## config.mk

```make
export PLATFORM = sky130hd
export DESIGN_NAME = ctw_cell
export DESIGN_NICKNAME = d
export VERILOG_FILES = /design/src/rtl/ctw_pkg.sv /design/src/rtl/ctw_cell.sv
export SDC_FILE = /design/constraint.sdc
export NUM_CORES = 1
export LEC_CHECK = 0
export BUFFER_PORTS_ARGS = -buffer_cell sky130_fd_sc_hd__clkbuf_2
export CELL_PAD_IN_SITES_DETAIL_PLACEMENT = 1
export CELL_PAD_IN_SITES_GLOBAL_PLACEMENT = 2
export CORE_MARGIN = 3
export CORE_UTILIZATION = 28
export CTS_CLUSTER_DIAMETER = 60
export CTS_CLUSTER_SIZE = 10
export DETAILED_ROUTE_END_ITERATION = 10
export PLACE_DENSITY = 0.77
export SLEW_MARGIN = 40
export SYNTH_ARGS = -nofsm -noshare
export SYNTH_HDL_FRONTEND = slang
export SYNTH_SLANG_ARGS = --single-unit
```

## constraint.sdc

```tcl
create_clock -name clk_i -period 1.2 [get_ports clk_i]
set_input_delay 0.18 -clock clk_i [delete_from_list [all_inputs] [get_ports clk_i]]
set_output_delay 0.18 -clock clk_i [all_outputs]
set_load 0.01 [all_outputs]
```

## src/rtl/ctw_pkg.sv

```systemverilog
package ctw_pkg;

  localparam int PIXEL_BITS   = 8;
  localparam int HALF_WIN_W   = 4;
  localparam int HALF_WIN_H   = 3;
  localparam int WIN_W        = 2 * HALF_WIN_W;
  localparam int WIN_H        = 2 * HALF_WIN_H;
  localparam int CODE_W       = WIN_W * WIN_H - 1;
  localparam int CENTER_POS   = HALF_WIN_H * WIN_W + HALF_WIN_W;

  localparam int MAX_WIDTH_DEF = 1024;
  localparam int MAX_HEIGHT    = 4096;
  localparam int COL_OUT_W     = 10;
  localparam int ROW_W         = 12;
  localparam int CMP_W         = 14;

  localparam int WIDTH_REG_W  = 11;
  localparam int HEIGHT_REG_W = 13;
  localparam int CFG_DATA_W   = 13;
  localparam int CFG_IDX_W    = 1;

  localparam logic [WIDTH_REG_W-1:0]  WIDTH_RESET  = WIDTH_REG_W'(640);
  localparam logic [HEIGHT_REG_W-1:0] HEIGHT_RESET = HEIGHT_REG_W'(480);

  localparam logic [CFG_IDX_W-1:0] CFG_IMAGE_WIDTH  = 1'b0;
  localparam logic [CFG_IDX_W-1:0] CFG_IMAGE_HEIGHT = 1'b1;

  typedef logic [PIXEL_BITS-1:0] pixel_t;
  typedef logic [WIN_H-1:0][PIXEL_BITS-1:0] pix_col_t;
  typedef logic [WIN_H-2:0][PIXEL_BITS-1:0] line_word_t;

  typedef struct packed {
    logic [PIXEL_BITS-1:0] pixel_value;
    logic                  frame_start;
  } in_req_t;

  typedef struct packed {
    logic [CODE_W-1:0]    census_code;
    logic [COL_OUT_W-1:0] center_column;
    logic [ROW_W-1:0]     center_row;
    logic                 frame_end;
  } out_req_t;

endpackage

```

## src/rtl/ctw_cell.sv

```systemverilog
module ctw_cell
  import ctw_pkg::*;
(
  input  logic             clk_i,
  input  logic             rst_ni,
  input  logic             shift_i,
  input  pix_col_t         col_i,
  input  pixel_t           center_i,
  output pix_col_t         col_o,
  output logic [WIN_H-1:0] ge_o
);

  pix_col_t col_q;

  always_ff @(posedge clk_i or negedge rst_ni) begin
    if (!rst_ni) begin
      col_q <= '0;
    end else if (shift_i) begin
      col_q <= col_i;
    end
  end

  always_comb begin
    for (int i = 0; i < WIN_H; i++) begin
      ge_o[i] = (col_q[i] >= center_i);
    end
  end

  assign col_o = col_q;

endmodule

```

# == Yosys cells after proc, flatten, opt, wreduce, memory -nomap -nowiden ==
# Cells that the tools add are included.
# classes
n_lt_le_gt_ge,6
# ops
op,count
$ge 8x8->1,6
# totals
register_bits,48
input_bits,59

# == Depth between registers and ports, before layout ==
# depth
word_depth,1
depth_mapped,5
depth_no_buf,5

# == Worst setup path before layout ==
# OpenSTA, ideal clock, no wires.
# synth_path
kind,reg2out
start,"register col_q, in the netlist col_o[44]"
end,output ge_o[5]
t_arrival_ns,1.285
t_required_ns,1.020
setup_slack_ns,-0.265
path_stages_with_launch,5
n_path_buf,0
path_cell_list,dfrtp_1 -> ha_1 -> a21o_1 -> a221oi_1 -> o21ai_0
# synth_between
elab_chain_len,1
# synth_rtl
item,line,text
start: declaration,ctw_cell.sv:13,pix_col_t col_q;
start signal: assignment,ctw_cell.sv:19,col_q <= col_i;
$ge 8x8->1,ctw_cell.sv:25,ge_o[i] = (col_q[i] >= center_i);
end: declaration,ctw_cell.sv:10,output logic [WIN_H-1:0] ge_o
# No other way between the ends.

# == Final worst setup path ==
# layout_path
start,"register col_q, in the netlist col_o[45]"
end,output ge_o[5]
# The elaborated chain is that of the path after synthesis.

==> metrics <==
Port Buf Inserts=roughly 110; Syn Inst Count=~220; htree depth=2; vias in the first global route=between 2k and 3k; count of non-filler cells in the finished layout=~540; count of endpoints failing hold in the final timing report=0; worst slew pin tran=~0.35 ns; count of final max-slew check failures=0; critical path fanouts, max=2; number of cells on the worst hold path=3; Final Worst Setup Slack=-0.654 ns; Synthesis Warnings=0; number of endpoints failing setup at the final stage=16; DR WL/cell=around 17 µm; most frequent cells in the layout=sky130_fd_sc_hd__clkbuf_2 (97), sky130_fd_sc_hd__buf_4 (49), sky130_fd_sc_hd__dfrtp_1 (48), sky130_fd_sc_hd__mux2_4 (38), sky130_fd_sc_hd__buf_6 (31); core footprint=~10000 µm²; total leakage power=~0.0025 µW; Place WS=-0.545 ns; unrepaired setup endpoints after global routing=yes; part of the cycle the worst path needs=155%; total number of clock tree sinks=48; floorplan die height=108 µm; Std-Cell Rows=36; biggest area consumer among synthesized cells=sky130_fd_sc_hd__dfrtp_1; Routed WL=approximately 9100 µm; outcome=finished, violations left; Largest register FFs=48; share of post-route cells with drive strength above 1=67.8%; Min-Delay Path Class=input port to flop; post-detailed-route count of antenna-violating nets=0; count of max-cap constraint violations=0; Fillers=1110; peak ir drop on the vdd network=between 400 and 500 µV; Worst Path Class, Setup=flop to primary output; Netlist cell types=16; most common cell after layout, fill and taps aside=sky130_fd_sc_hd__clkbuf_2; die area=roughly 12000 µm²; critical path arrival=1.67 ns; summed area of non-filler cells in the final layout=4880 µm²; maximum number of pins on one net before global-route repair=slightly below 50; total nets after synthesis=330; cells taking the most area after synthesis=sky130_fd_sc_hd__dfrtp_1 (41%), sky130_fd_sc_hd__ha_1 (20%), sky130_fd_sc_hd__mux2_4 (19%); clock skew after layout=0 ns; worst rel slew slack=76.7%; iteration count of the initial detailed-routing pass=4; wire length of the first global-routing pass=around 14000 µm; via count=approximately 2.5k; Syn Std Cell Area=2940 µm²; cell area after placement=4160 µm²; gp weighted congestion=about 0.74; worst endpoint required time=1.02 ns; # placed instances=523; clock tree from TritonCTS=done; area growth from synthesis to layout=66.0%; total clock buffers created by CTS=5; Post-DP HPWL=6800 µm; pwr/cell area=1030 nW/µm²; sequential element share of the synthesized area=40.9%; Syn Area/Cell=roughly 13 µm²; cell at the root of the clock tree=sky130_fd_sc_hd__clkbuf_8; crit path time final=between 1.5 and 2 ns; Critical Path Sink Type=primary output; number of antenna violations at the first check in global routing=0; clock insertion delay at the later pin of the skew report=0.30 ns; overflow left after global routing=0; buffer depth of the longest clock path=2; drt first-iter violations=47; Nets=a little over 500; die extent in x=108 µm; clk slew on worst S/H paths=0.09 ns; depth of the worst register-to-register path=4; Worst Setup Start Kind=flop; DRC=0; count of boundary I/O pins=about 110; Synth top area share=between 40% and 50%; Peak Freq=539 MHz; initial cell density of the core=29.4%; total track usage=15.4%; violated checks=setup timing; flops & latches, synth=48; mean number of vias per cell=approximately 4.6
-- critical path, cell delays in order, from the launching register on --
cell	delay, ns
sky130_fd_sc_hd__dfrtp_1	0.41
sky130_fd_sc_hd__ha_1	0.31
sky130_fd_sc_hd__and3_4	0.16
sky130_fd_sc_hd__a221oi_2	0.24
sky130_fd_sc_hd__o21ai_1	0.10
sky130_fd_sc_hd__buf_2	0.16
-- power breakdown --
group          total, µW  switching [µW]  leakage [µW]  internal [µW]
logic               2040             831       0.00190           1210
clock network       1060             541     0.0000503            515
registers           1930             151      0.000564           1780
total               5020            1520       0.00252           3500
-- cells in the mapped netlist, drive strengths merged --
library cell	n
dfrtp	48
o21ai	12
nand2b	6
buf	6
a221oi	6
mux2	42
a21o	18
ha	48
a31oi	6
and3	6
nand3	6
inv	13
nand2	6
-- cell type report --
class                      count  area [µm²]  area share, %
sequential                    48        1200           24.6
multi-input combinational    156        2040           41.8
tap                          133         166           3.41
inverter                      13        60.1           1.23
clock buffer                   7        96.3           1.97
timing repair buffer         186        1310           26.9
antenna                        1        2.50         0.0513
-- routing by layer --
metal	vias up	GRT usage [%]	routed length (µm)
li1	1195	-	-
met1	1215	19.1	3810
met2	64	27.3	4830
met3	4	3.52	434
met4	0	3.43	46
met5	-	0	0
-- final timing paths --
| check | startpoint | end | slack [ns] |
|---|---|---|---|
| setup / recovery | col_o[45] | ge_o[5] | -0.65 |
| hold / removal | col_i[24] | col_o[24] | 0.09 |
| setup reg to reg | col_o[28] | col_o[28] | 0.04 |
| hold reg to reg | col_o[40] | col_o[40] | 0.60 |
| max in group asynchronous | rst_ni | col_o[33] | 0.55 |
| min in group asynchronous | rst_ni | col_o[43] | 0.42 |
-- cells by family (layout without fill, tap and decap cells) --
family          Yosys count  count (layout)  share of synthesized area, %
flops                    48              48                          40.9
other cells               0               1                             0
buf+inv                  19             206                          3.74
mux                      42              42                          20.9
fa+ha+maj                48              48                          20.4
simple gates             24              24                          4.34
compound gates           42              42                          9.70
-- through the flow --
step / setup TNS, ns / util, % / total power, µW / hold WS (ns)
after floorplan: -1.24 / - / 2720 / -0.116
after global placement: -2.54 / 41.6 / 3500 / 0.200
after detailed placement: -2.88 / 41.6 / 3570 / 0.196
after CTS: -4.07 / 45.3 / 4830 / 0.0805
after global routing: -5.53 / 48.8 / 5380 / 0.0829
final: -4.39 / 48.8 / 5020 / 0.0863
-- repair_timing --
action / 4_1_cts / 5_1_grt
hold buffers: 1 / 0
setup endpoints to repair: 6 / 26
gates resized for setup: 28 / 63
endpoints found under the hold margin: 48 / 0
setup buffers: 3 / 19
pin swaps: 10 / 8
Power figures use the tool's default switching activity.
